--- src/mppt_pkg.sv ---
`default_nettype none
package mppt_pkg;

  localparam int unsigned ADC_BITS_DEF       = 12;
  localparam int unsigned DUTY_BITS_DEF      = 16;
  localparam int unsigned GAIN_FRAC_BITS_DEF = 12;

  localparam int unsigned MEAS_W  = 16;
  localparam int unsigned POWER_W = 32;
  localparam int unsigned NET_W   = 17;

  localparam int unsigned QUEUE_DEPTH = 2;

  localparam int unsigned APB_DATA_W = 32;
  localparam int unsigned APB_ADDR_W = 5;
  localparam int unsigned REG_IDX_W  = APB_ADDR_W - 2;

  localparam logic [REG_IDX_W-1:0] REG_PANEL_V_GAIN    = REG_IDX_W'(0);
  localparam logic [REG_IDX_W-1:0] REG_BATLOAD_V_GAIN  = REG_IDX_W'(1);
  localparam logic [REG_IDX_W-1:0] REG_CURRENT_GAIN    = REG_IDX_W'(2);
  localparam logic [REG_IDX_W-1:0] REG_BATTERY_V_LIMIT = REG_IDX_W'(3);
  localparam logic [REG_IDX_W-1:0] REG_BATTERY_I_LIMIT = REG_IDX_W'(4);
  localparam logic [REG_IDX_W-1:0] REG_CHARGE_INHIBIT  = REG_IDX_W'(5);

  localparam logic [MEAS_W-1:0] GAIN_RESET  = MEAS_W'(4096);
  localparam logic [MEAS_W-1:0] LIMIT_RESET = '1;

  typedef struct packed {
    logic [MEAS_W-1:0] panel_v_gain;
    logic [MEAS_W-1:0] batload_v_gain;
    logic [MEAS_W-1:0] current_gain;
    logic [MEAS_W-1:0] battery_v_limit;
    logic [MEAS_W-1:0] battery_i_limit;
  } mppt_cfg_t;

endpackage
`default_nettype wire

--- src/mppt_front.sv ---
`default_nettype none
module mppt_front #(
  parameter int unsigned ADC_BITS = mppt_pkg::ADC_BITS_DEF
) (
  input  logic                  clk_i,
  input  logic                  rst_ni,
  input  logic                  push_i,
  output logic                  full_o,
  input  logic [ADC_BITS-1:0]   panel_v_raw_i,
  input  logic [ADC_BITS-1:0]   panel_i_raw_i,
  input  logic [ADC_BITS-1:0]   batload_v_raw_i,
  input  logic [ADC_BITS-1:0]   batload_i_raw_i,
  input  logic [ADC_BITS-1:0]   load_i_raw_i,
  input  logic                  inhibit_i,
  output logic                  item_valid_o,
  input  logic                  item_pop_i,
  output logic [5*ADC_BITS:0]   item_o
);

  localparam int unsigned DEPTH  = mppt_pkg::QUEUE_DEPTH;
  localparam int unsigned ITEM_W = 5 * ADC_BITS + 1;
  localparam int unsigned PTR_W  = (DEPTH > 1) ? $clog2(DEPTH) : 1;
  localparam int unsigned CNT_W  = $clog2(DEPTH + 1);

  logic [ITEM_W-1:0] mem_q [DEPTH];
  logic [PTR_W-1:0]  wr_ptr_q, wr_ptr_d, rd_ptr_q, rd_ptr_d;
  logic [CNT_W-1:0]  cnt_q, cnt_d;
  logic              wr_en, rd_en;

  assign full_o       = (cnt_q == CNT_W'(DEPTH));
  assign item_valid_o = (cnt_q != '0);
  assign wr_en        = push_i & ~full_o;
  assign rd_en        = item_pop_i & item_valid_o;
  assign item_o       = mem_q[rd_ptr_q];

  always_comb begin
    wr_ptr_d = wr_ptr_q;
    rd_ptr_d = rd_ptr_q;
    cnt_d    = cnt_q;
    if (wr_en) begin
      wr_ptr_d = (wr_ptr_q == PTR_W'(DEPTH - 1)) ? '0 : wr_ptr_q + PTR_W'(1);
    end
    if (rd_en) begin
      rd_ptr_d = (rd_ptr_q == PTR_W'(DEPTH - 1)) ? '0 : rd_ptr_q + PTR_W'(1);
    end
    if (wr_en && !rd_en) begin
      cnt_d = cnt_q + CNT_W'(1);
    end else if (rd_en && !wr_en) begin
      cnt_d = cnt_q - CNT_W'(1);
    end
  end

  always_ff @(posedge clk_i or negedge rst_ni) begin
    if (!rst_ni) begin
      wr_ptr_q <= '0;
      rd_ptr_q <= '0;
      cnt_q    <= '0;
    end else begin
      wr_ptr_q <= wr_ptr_d;
      rd_ptr_q <= rd_ptr_d;
      cnt_q    <= cnt_d;
    end
  end

  // tag each request with the inhibit state at acceptance
  always_ff @(posedge clk_i) begin
    if (wr_en) begin
      mem_q[wr_ptr_q] <= {inhibit_i, load_i_raw_i, batload_i_raw_i, batload_v_raw_i,
                          panel_i_raw_i, panel_v_raw_i};
    end
  end

endmodule
`default_nettype wire

--- src/mppt_back.sv ---
`default_nettype none
module mppt_back #(
  parameter int unsigned ADC_BITS       = mppt_pkg::ADC_BITS_DEF,
  parameter int unsigned DUTY_BITS      = mppt_pkg::DUTY_BITS_DEF,
  parameter int unsigned GAIN_FRAC_BITS = mppt_pkg::GAIN_FRAC_BITS_DEF
) (
  input  logic                              clk_i,
  input  logic                              rst_ni,
  input  logic                              item_valid_i,
  output logic                              item_pop_o,
  input  logic [5*ADC_BITS:0]               item_i,
  input  mppt_pkg::mppt_cfg_t               cfg_i,
  output logic                              res_empty_o,
  input  logic                              res_pop_i,
  output logic [DUTY_BITS-1:0]              duty_cycle_o,
  output logic                              gate_enable_o,
  output logic [mppt_pkg::MEAS_W-1:0]       panel_mv_o,
  output logic [mppt_pkg::MEAS_W-1:0]       panel_ma_o,
  output logic [mppt_pkg::POWER_W-1:0]      panel_power_o,
  output logic [mppt_pkg::MEAS_W-1:0]       batload_mv_o,
  output logic signed [mppt_pkg::NET_W-1:0] battery_net_ma_o,
  output logic [mppt_pkg::MEAS_W-1:0]       load_ma_o
);

  localparam int unsigned MW    = mppt_pkg::MEAS_W;
  localparam int unsigned PW    = mppt_pkg::POWER_W;
  localparam int unsigned NW    = mppt_pkg::NET_W;
  localparam int unsigned RAW_W = 5 * ADC_BITS;

  localparam logic [2:0] CH_PANEL_V   = 3'd0;
  localparam logic [2:0] CH_PANEL_I   = 3'd1;
  localparam logic [2:0] CH_BATLOAD_V = 3'd2;
  localparam logic [2:0] CH_BATLOAD_I = 3'd3;
  localparam logic [2:0] CH_LOAD_I    = 3'd4;
  localparam logic [2:0] CH_POWER     = 3'd5;
  localparam logic [2:0] CH_DONE      = 3'd6;

  typedef enum logic [2:0] {
    ST_IDLE   = 3'b001,
    ST_CALC   = 3'b010,
    ST_DECIDE = 3'b100
  } state_e;

  state_e state_q, state_d;
  logic [2:0]       step_q, step_d, wb_idx;
  logic [RAW_W-1:0] raw_q;
  logic             inh_q;
  logic [PW-1:0]    prod_q, prod_shr;
  logic [MW-1:0]    op_a, op_b, sat_val;
  logic [MW-1:0]    scl_q [5];
  logic [PW-1:0]    pw_q;

  logic [DUTY_BITS-1:0] duty_q, duty_nxt;
  logic [MW-1:0]        prev_mv_q, held_pi_q, held_bv_q, held_li_q;
  logic [PW-1:0]        prev_pw_q;
  logic signed [NW-1:0] held_net_q, net;

  logic                 out_valid_q, out_valid_d, out_load;
  logic [DUTY_BITS-1:0] out_duty_q;
  logic                 out_gate_q;
  logic [MW-1:0]        out_mv_q, out_ma_q, out_bv_q, out_li_q;
  logic [PW-1:0]        out_pw_q;
  logic signed [NW-1:0] out_net_q;

  logic over_i, over_v, p_up, p_dn, v_up, v_dn, step_dn, step_up;

  assign item_pop_o = (state_q == ST_IDLE) && item_valid_i;
  assign out_load   = (state_q == ST_DECIDE) && (!out_valid_q || res_pop_i);
  assign wb_idx     = step_q - 3'd1;

  // shared multiplier operand select
  always_comb begin
    case (step_q)
      CH_PANEL_V: begin
        op_a = MW'(raw_q[ADC_BITS-1:0]);
        op_b = cfg_i.panel_v_gain;
      end
      CH_PANEL_I: begin
        op_a = MW'(raw_q[2*ADC_BITS-1:ADC_BITS]);
        op_b = cfg_i.current_gain;
      end
      CH_BATLOAD_V: begin
        op_a = MW'(raw_q[3*ADC_BITS-1:2*ADC_BITS]);
        op_b = cfg_i.batload_v_gain;
      end
      CH_BATLOAD_I: begin
        op_a = MW'(raw_q[4*ADC_BITS-1:3*ADC_BITS]);
        op_b = cfg_i.current_gain;
      end
      CH_LOAD_I: begin
        op_a = MW'(raw_q[5*ADC_BITS-1:4*ADC_BITS]);
        op_b = cfg_i.current_gain;
      end
      CH_POWER: begin
        op_a = scl_q[0];
        op_b = scl_q[1];
      end
      default: begin
        op_a = '0;
        op_b = '0;
      end
    endcase
  end

  assign prod_shr = prod_q >> GAIN_FRAC_BITS;
  assign sat_val  = (|prod_shr[PW-1:MW]) ? '1 : prod_shr[MW-1:0];

  // decision on the scaled sample
  assign net    = $signed({1'b0, scl_q[3]}) - $signed({1'b0, scl_q[4]});
  assign over_i = net > $signed({1'b0, cfg_i.battery_i_limit});
  assign over_v = scl_q[2] > cfg_i.battery_v_limit;
  assign p_up   = pw_q > prev_pw_q;
  assign p_dn   = pw_q < prev_pw_q;
  assign v_up   = scl_q[0] > prev_mv_q;
  assign v_dn   = scl_q[0] < prev_mv_q;
  assign step_dn = over_i | over_v | (p_up & v_up) | (p_dn & v_dn);
  assign step_up = ~(over_i | over_v) & ((p_dn & v_up) | (p_up & v_dn));

  always_comb begin
    duty_nxt = duty_q;
    if (step_dn && duty_q != '0) begin
      duty_nxt = duty_q - DUTY_BITS'(1);
    end else if (step_up && duty_q != '1) begin
      duty_nxt = duty_q + DUTY_BITS'(1);
    end
  end

  always_comb begin
    state_d = state_q;
    step_d  = step_q;
    unique case (state_q)
      ST_IDLE: begin
        step_d = CH_PANEL_V;
        if (item_valid_i) begin
          state_d = item_i[RAW_W] ? ST_DECIDE : ST_CALC;
        end
      end
      ST_CALC: begin
        step_d = step_q + 3'd1;
        if (step_q == CH_DONE) begin
          state_d = ST_DECIDE;
        end
      end
      ST_DECIDE: begin
        if (out_load) begin
          state_d = ST_IDLE;
        end
      end
      default: state_d = ST_IDLE;
    endcase
  end

  assign out_valid_d = out_load | (out_valid_q & ~res_pop_i);

  always_ff @(posedge clk_i or negedge rst_ni) begin
    if (!rst_ni) begin
      state_q     <= ST_IDLE;
      step_q      <= '0;
      out_valid_q <= 1'b0;
      duty_q      <= '0;
      prev_mv_q   <= '0;
      prev_pw_q   <= '0;
      held_pi_q   <= '0;
      held_bv_q   <= '0;
      held_net_q  <= '0;
      held_li_q   <= '0;
    end else begin
      state_q     <= state_d;
      step_q      <= step_d;
      out_valid_q <= out_valid_d;
      if (out_load && !inh_q) begin
        duty_q     <= duty_nxt;
        prev_mv_q  <= scl_q[0];
        prev_pw_q  <= pw_q;
        held_pi_q  <= scl_q[1];
        held_bv_q  <= scl_q[2];
        held_net_q <= net;
        held_li_q  <= scl_q[4];
      end
    end
  end

  always_ff @(posedge clk_i) begin
    if (item_pop_o) begin
      raw_q <= item_i[RAW_W-1:0];
      inh_q <= item_i[RAW_W];
    end
    if (state_q == ST_CALC) begin
      prod_q <= PW'(op_a) * PW'(op_b);
      if (step_q != CH_PANEL_V) begin
        if (wb_idx == CH_POWER) begin
          pw_q <= prod_q;
        end else if (wb_idx != CH_DONE && wb_idx != 3'd7) begin
          scl_q[wb_idx] <= sat_val;
        end
      end
    end
    if (out_load) begin
      if (inh_q) begin
        out_duty_q <= '0;
        out_gate_q <= 1'b0;
        out_mv_q   <= prev_mv_q;
        out_ma_q   <= held_pi_q;
        out_pw_q   <= prev_pw_q;
        out_bv_q   <= held_bv_q;
        out_net_q  <= held_net_q;
        out_li_q   <= held_li_q;
      end else begin
        out_duty_q <= duty_nxt;
        out_gate_q <= (duty_nxt != '0);
        out_mv_q   <= scl_q[0];
        out_ma_q   <= scl_q[1];
        out_pw_q   <= pw_q;
        out_bv_q   <= scl_q[2];
        out_net_q  <= net;
        out_li_q   <= scl_q[4];
      end
    end
  end

  assign res_empty_o      = ~out_valid_q;
  assign duty_cycle_o     = out_duty_q;
  assign gate_enable_o    = out_gate_q;
  assign panel_mv_o       = out_mv_q;
  assign panel_ma_o       = out_ma_q;
  assign panel_power_o    = out_pw_q;
  assign batload_mv_o     = out_bv_q;
  assign battery_net_ma_o = out_net_q;
  assign load_ma_o        = out_li_q;

endmodule
`default_nettype wire

--- src/mppt_perturb_observe_duty.sv ---
`default_nettype none
// Perturb-and-observe duty controller. Each request carries five raw ADC counts; the block
// scales them by the gain registers to mV and mA, forms panel power and net battery current,
// and steps a saturating duty down on battery overcurrent or overvoltage, otherwise toward
// the maximum power point. One result comes back per request, in order. In the back end one
// 16x16 multiplier is shared over the five scalings and the power product, then the decide
// state steps the duty; an inhibited request skips the multiplier and goes straight to the
// decide state. Two requests queue ahead of the back end and one finished result waits in the
// output register; the decision waits while that register is held. While
// charge_inhibit is set a request yields duty 0 and the stored measurements, and no state
// changes. Write the configuration registers (byte address 4*index) only while no request
// is outstanding.
module mppt_perturb_observe_duty #(
  parameter int unsigned ADC_BITS       = mppt_pkg::ADC_BITS_DEF,
  parameter int unsigned DUTY_BITS      = mppt_pkg::DUTY_BITS_DEF,
  parameter int unsigned GAIN_FRAC_BITS = mppt_pkg::GAIN_FRAC_BITS_DEF
) (
  input  logic                                   clk_i,
  input  logic                                   rst_ni,
  input  logic                                   push,
  output logic                                   full,
  input  logic [ADC_BITS-1:0]                    panel_v_raw_i,
  input  logic [ADC_BITS-1:0]                    panel_i_raw_i,
  input  logic [ADC_BITS-1:0]                    batload_v_raw_i,
  input  logic [ADC_BITS-1:0]                    batload_i_raw_i,
  input  logic [ADC_BITS-1:0]                    load_i_raw_i,
  output logic                                   empty,
  input  logic                                   pop,
  output logic [DUTY_BITS-1:0]                   duty_cycle_o,
  output logic                                   gate_enable_o,
  output logic [mppt_pkg::MEAS_W-1:0]            panel_mv_o,
  output logic [mppt_pkg::MEAS_W-1:0]            panel_ma_o,
  output logic [mppt_pkg::POWER_W-1:0]           panel_power_o,
  output logic [mppt_pkg::MEAS_W-1:0]            batload_mv_o,
  output logic signed [mppt_pkg::NET_W-1:0]      battery_net_ma_o,
  output logic [mppt_pkg::MEAS_W-1:0]            load_ma_o,
  input  logic                                   psel,
  input  logic                                   penable,
  input  logic                                   pwrite,
  input  logic [mppt_pkg::APB_ADDR_W-1:0]        paddr,
  input  logic [mppt_pkg::APB_DATA_W-1:0]        pwdata,
  output logic [mppt_pkg::APB_DATA_W-1:0]        prdata,
  output logic                                   pready
);

  localparam int unsigned MW = mppt_pkg::MEAS_W;
  localparam int unsigned DW = mppt_pkg::APB_DATA_W;

  mppt_pkg::mppt_cfg_t               cfg_q;
  logic                              inhibit_q;
  logic                              cfg_wr;
  logic [mppt_pkg::REG_IDX_W-1:0]    reg_idx;

  logic                  item_valid, item_pop;
  logic [5*ADC_BITS:0]   item;

  assign pready  = 1'b1;
  assign cfg_wr  = psel & penable & pwrite & pready;
  assign reg_idx = paddr[mppt_pkg::APB_ADDR_W-1:2];

  always_ff @(posedge clk_i or negedge rst_ni) begin
    if (!rst_ni) begin
      cfg_q.panel_v_gain    <= mppt_pkg::GAIN_RESET;
      cfg_q.batload_v_gain  <= mppt_pkg::GAIN_RESET;
      cfg_q.current_gain    <= mppt_pkg::GAIN_RESET;
      cfg_q.battery_v_limit <= mppt_pkg::LIMIT_RESET;
      cfg_q.battery_i_limit <= mppt_pkg::LIMIT_RESET;
      inhibit_q             <= 1'b0;
    end else if (cfg_wr) begin
      unique case (reg_idx)
        mppt_pkg::REG_PANEL_V_GAIN:    cfg_q.panel_v_gain    <= pwdata[MW-1:0];
        mppt_pkg::REG_BATLOAD_V_GAIN:  cfg_q.batload_v_gain  <= pwdata[MW-1:0];
        mppt_pkg::REG_CURRENT_GAIN:    cfg_q.current_gain    <= pwdata[MW-1:0];
        mppt_pkg::REG_BATTERY_V_LIMIT: cfg_q.battery_v_limit <= pwdata[MW-1:0];
        mppt_pkg::REG_BATTERY_I_LIMIT: cfg_q.battery_i_limit <= pwdata[MW-1:0];
        mppt_pkg::REG_CHARGE_INHIBIT:  inhibit_q             <= pwdata[0];
        default: ;
      endcase
    end
  end

  always_comb begin
    unique case (reg_idx)
      mppt_pkg::REG_PANEL_V_GAIN:    prdata = DW'(cfg_q.panel_v_gain);
      mppt_pkg::REG_BATLOAD_V_GAIN:  prdata = DW'(cfg_q.batload_v_gain);
      mppt_pkg::REG_CURRENT_GAIN:    prdata = DW'(cfg_q.current_gain);
      mppt_pkg::REG_BATTERY_V_LIMIT: prdata = DW'(cfg_q.battery_v_limit);
      mppt_pkg::REG_BATTERY_I_LIMIT: prdata = DW'(cfg_q.battery_i_limit);
      mppt_pkg::REG_CHARGE_INHIBIT:  prdata = DW'(inhibit_q);
      default:                       prdata = '0;
    endcase
  end

  mppt_front #(
    .ADC_BITS(ADC_BITS)
  ) u_front (
    .clk_i          (clk_i),
    .rst_ni         (rst_ni),
    .push_i         (push),
    .full_o         (full),
    .panel_v_raw_i  (panel_v_raw_i),
    .panel_i_raw_i  (panel_i_raw_i),
    .batload_v_raw_i(batload_v_raw_i),
    .batload_i_raw_i(batload_i_raw_i),
    .load_i_raw_i   (load_i_raw_i),
    .inhibit_i      (inhibit_q),
    .item_valid_o   (item_valid),
    .item_pop_i     (item_pop),
    .item_o         (item)
  );

  mppt_back #(
    .ADC_BITS      (ADC_BITS),
    .DUTY_BITS     (DUTY_BITS),
    .GAIN_FRAC_BITS(GAIN_FRAC_BITS)
  ) u_back (
    .clk_i           (clk_i),
    .rst_ni          (rst_ni),
    .item_valid_i    (item_valid),
    .item_pop_o      (item_pop),
    .item_i          (item),
    .cfg_i           (cfg_q),
    .res_empty_o     (empty),
    .res_pop_i       (pop),
    .duty_cycle_o    (duty_cycle_o),
    .gate_enable_o   (gate_enable_o),
    .panel_mv_o      (panel_mv_o),
    .panel_ma_o      (panel_ma_o),
    .panel_power_o   (panel_power_o),
    .batload_mv_o    (batload_mv_o),
    .battery_net_ma_o(battery_net_ma_o),
    .load_ma_o       (load_ma_o)
  );

  assert property (@(posedge clk_i) disable iff (!rst_ni)
    !empty |-> (gate_enable_o == (duty_cycle_o != '0)))
    else $error("gate enable disagrees with duty");

  assert property (@(posedge clk_i) disable iff (!rst_ni)
    item_pop |-> item_valid)
    else $error("back end took from an empty queue");

  assert property (@(posedge clk_i) disable iff (!rst_ni)
    (!empty && !pop) |=> !empty)
    else $error("waiting result dropped");

endmodule
`default_nettype wire

--- config.mk ---
export PLATFORM = sky130hd
export DESIGN_NAME = mppt_perturb_observe_duty
export DESIGN_NICKNAME = d
export VERILOG_FILES = /design/src/mppt_pkg.sv /design/src/mppt_front.sv /design/src/mppt_back.sv /design/src/mppt_perturb_observe_duty.sv
export SDC_FILE = /design/constraint.sdc
export NUM_CORES = 2
export LEC_CHECK = 0
export ABC_AREA = 1
export BUFFER_PORTS_ARGS = -buffer_cell sky130_fd_sc_hd__clkbuf_2
export CAP_MARGIN = 20
export CELL_PAD_IN_SITES_DETAIL_PLACEMENT = 1
export CELL_PAD_IN_SITES_GLOBAL_PLACEMENT = 1
export CORE_AREA = 2 2 321 260
export CTS_CLUSTER_SIZE = 14
export DETAILED_ROUTE_END_ITERATION = 12
export DIE_AREA = 0 0 323 262
export PLACE_DENSITY = 0.77
export SLEW_MARGIN = 20
export SYNTH_ARGS = -nofsm -noshare
export SYNTH_HDL_FRONTEND = slang
export SYNTH_HIERARCHICAL = 1
export SYNTH_SLANG_ARGS = --single-unit
--- constraint.sdc ---
create_clock -name clk_i -period 8.2 [get_ports clk_i]
set_input_delay 0.41 -clock clk_i [delete_from_list [all_inputs] [get_ports clk_i]]
set_output_delay 0.41 -clock clk_i [all_outputs]
set_load 0.02 [all_outputs]
==> results.toml <==
[yosys]
ys.flop_type = "edfxtp_1"
synth.distinct_cells = 69
syn_avg_cell_area_um2 = 9.82
yosys_warnings = 6
synth_area_um2 = 38700
synth_edf_count = 457
ys_seq_elements = 678
ys_seq_area_frac = 0.498
async_reset_ff_frac = 0.326
syn-instance-count = 3943

[critical_path]
path_buf_inv = 8
cp_top_family = "adder cells"
crit_type = "flip-flop to flip-flop"
cp-start-kind = "flip-flop"
cp_slowest_stage_delay_ns = 0.60
crit_required_ns = 8.55
endpoint_kind = "flip-flop"
crit_fanout = 10
critPathArrivalTime_ns = 8.18
critPathSlowestCell = "fa_1"

[place]
finalWeightedCongestion = 0.931
port_buffers = 233
dp_hpwl_um = 83300
dpl_cell_area_um2 = 41300

[cts]
cts_tree = "yes"
clk_latency_ns = 0.64
cts_setup_buffers = 0
cts.sinks = 678
clk_pin_slew_ns = 0.07
htreeDepth = 3
cts_buffers = 72
clockBufferDepth = 3
root_buffer = "clkbuf_16"

[global_routing]
overflow = 0
antenna_found_initial = 7
grt_usage = 0.280
grt_pass1_wl_um = 179000
grt_pass1_vias = 30900
grt_max_degree = 119

[drt]
drtPass1Iterations = 5
drt_wl_total_um = 116000
wl_per_cell_um = 21.4
drc_errors = 0
antenna_left = 0
vias = 29100
avgViaCountPerCell = 5.35
drt_iter0_markers = 2414

[power]
power_leakage_nw = 20.5
p_int_mw = 11.6
switchingPower_mw = 9.87
comb_power_share = 0.571
p_clk_frac = 0.169
p_per_area_nw_per_um2 = 482
seq_power_share = 0.261
switching_share = 0.460
ir_drop_uv = 646

[die]
die_h_um = 262
die_area_um2 = 84600
start_util = 0.476
fp.dieW_um = 323
num_rows = 94
fp.coreArea_um2 = 81400
io_pins = 269

[sta]
period_share = 0.955
rsz0062_at_grt = "no"
worst-slew-pin-transition_ns = 1.15
finClkSkew_ns = 0.0248
slew_headroom = 0.228
final_max_slew_viol_count = 0
setup_viol = 0
hold_viol = 0
max_freq_ghz = 0.128
fin_setup_tns_ns = 0
period_needed_ns = 7.83

[final_layout]
layout-area-overhead-vs-synth_pct = 15.1
num-nets-final = 4781
post-route-cell-area_um2 = 44600
drive_gt1_frac = 0.133

[status]
outcome = "finished clean"

[hold_path]
hold_path_class = "input pin to flip-flop"

[flow_run]
maxCapViolCount = 0
cells by family (layout without fill, tap and decap cells):
kind of cell / Yosys count / in the layout / share of synthesized area
and+or+nand+nor: 1461 / 1461 / 0.159
buffers and inverters: 802 / 1172 / 0.0848
DFF: 678 / 678 / 0.498
AOI/OAI and AO/OA: 540 / 540 / 0.0763
adders and majority gates: 408 / 408 / 0.170
xor gates and xnor gates: 52 / 52 / 0.0118
other: 2 / 20 / 0.000194
cell type report:
| type | count | area (um2) |
|---|---|---|
| Fill cell | 9126 | 36800 |
| Sequential cell | 678 | 19300 |
| Multi-Input combinational cell | 2478 | 16300 |
| Timing Repair Buffer | 382 | 2490 |
| Inverter | 657 | 2490 |
| Clock buffer | 94 | 2000 |
| Tap cell | 1104 | 1380 |
| Clock inverter | 39 | 621 |
| Antenna cell | 3 | 7.51 |
worst register-to-register path, delay by kind of cell (launching register included):
| kind | cells | cell delay (ns) |
|---|---|---|
| AO/OA/AOI/OAI | 5 | 1.22 |
| adder cells (fa/ha/maj) | 8 | 3.65 |
| AND/OR/NAND/NOR | 5 | 0.93 |
| XOR/XNOR | 1 | 0.18 |
| buffers and inverters | 8 | 1.08 |
| flip-flops | 1 | 0.47 |
power by group through the flow:
stage | clock [mW] | sequential (mW) | combinational [mW]
5_1_grt | 3.79 | 5.68 | 14.0
3_3_place_gp | 0 | 5.59 | 11.5
6_report | 3.63 | 5.60 | 12.2
2_1_floorplan | 0 | 5.61 | 8.28
3_5_place_dp | 0 | 5.65 | 12.0
4_1_cts | 3.66 | 5.59 | 12.2
metrics by stage:
| step | util | power [mW] | instances | setup slack [ns] | hold WS [ns] |
|---|---|---|---|---|---|
| after floorplan | - | 13.9 | 3958 | 1.03 | 0.114 |
| after global placement | 0.507 | 17.1 | 5236 | 0.552 | 0.406 |
| after detailed placement | 0.507 | 17.6 | 5236 | 0.380 | 0.407 |
| after CTS | 0.547 | 21.4 | 5431 | 0.349 | 0.000979 |
| after global routing | 0.548 | 23.5 | 5433 | 0.0444 | -0.000302 |
| final | 0.548 | 21.5 | 5435 | 0.371 | 0.0219 |
sequential cells by signal, summed over array words and instances (netlist names), 32 cells and up:
register,flops
cfg_q,80
u_back/panel_power_o,32
u_back/prod_q,32
u_back/pw_q,32
u_back/prev_pw_q,32
u_back/scl_q,80
u_front/mem_q,122
u_back/raw_q,60
repair_timing:
action,in CTS,in global routing
endpoints found under the hold margin,212,2
hold buffers,62,1
endpoints found under the setup margin,0,6
gates resized for setup,0,4
placed cells by master (no fill, tap or decap), types with 21 or more instances in the layout:
cell and n:
buf_4 83, dlygate4sd3_1 63, dfrtp_1 183, dfstp_2 36, a21oi_1 98, o21ai_0 349
clkbuf_16 74, nand4_1 39, nand2_1 989, edfxtp_1 457, nand3_1 81, fa_1 195
ha_1 213, xor2_1 39, inv_1 630, o21ai_1 21, clkbuf_2 232, nor2_1 247
path summary, 6_finish.rpt:
path,start,end,slack (ns),cells after the start
worst max-delay path,u_back/step_q[1],u_back/prod_q[29],0.37,27
worst min-delay path,batload_v_raw_i[2],u_front/mem_q[1][26],0.02,1
worst max register to register,u_back/step_q[1],u_back/prod_q[29],0.37,27
worst min register to register,u_back/prod_q[8],u_back/pw_q[8],0.42,0
max in group asynchronous,rst_ni,u_back/step_q[0],6.28,3
min in group asynchronous,rst_ni,u_back/held_bv_q[7],0.50,2
cells in the mapped netlist, types with 39 or more instances:
master	n	area, um2
fa_1	195	3900
nand4_1	39	244
clkbuf_1	72	270
nand3_1	83	415
a21oi_1	99	495
ha_1	213	2670
inv_1	633	2380
xor2_1	39	342
o21ai_0	349	1750
nor2_1	251	942
edfxtp_1	457	13700
dfrtp_1	185	4630
nand2_1	990	3720
routing by layer:
metal,share of wire,vias to the layer above,global-route usage,wire [um]
li1,-,13300,-,-
met3,0.069,265,0.0500,8050
met1,0.42,14500,0.369,48900
met4,0.046,2,0.120,5360
met5,0.000078,-,0,9
met2,0.46,958,0.456,53800
Power figures use the tool's default switching activity.
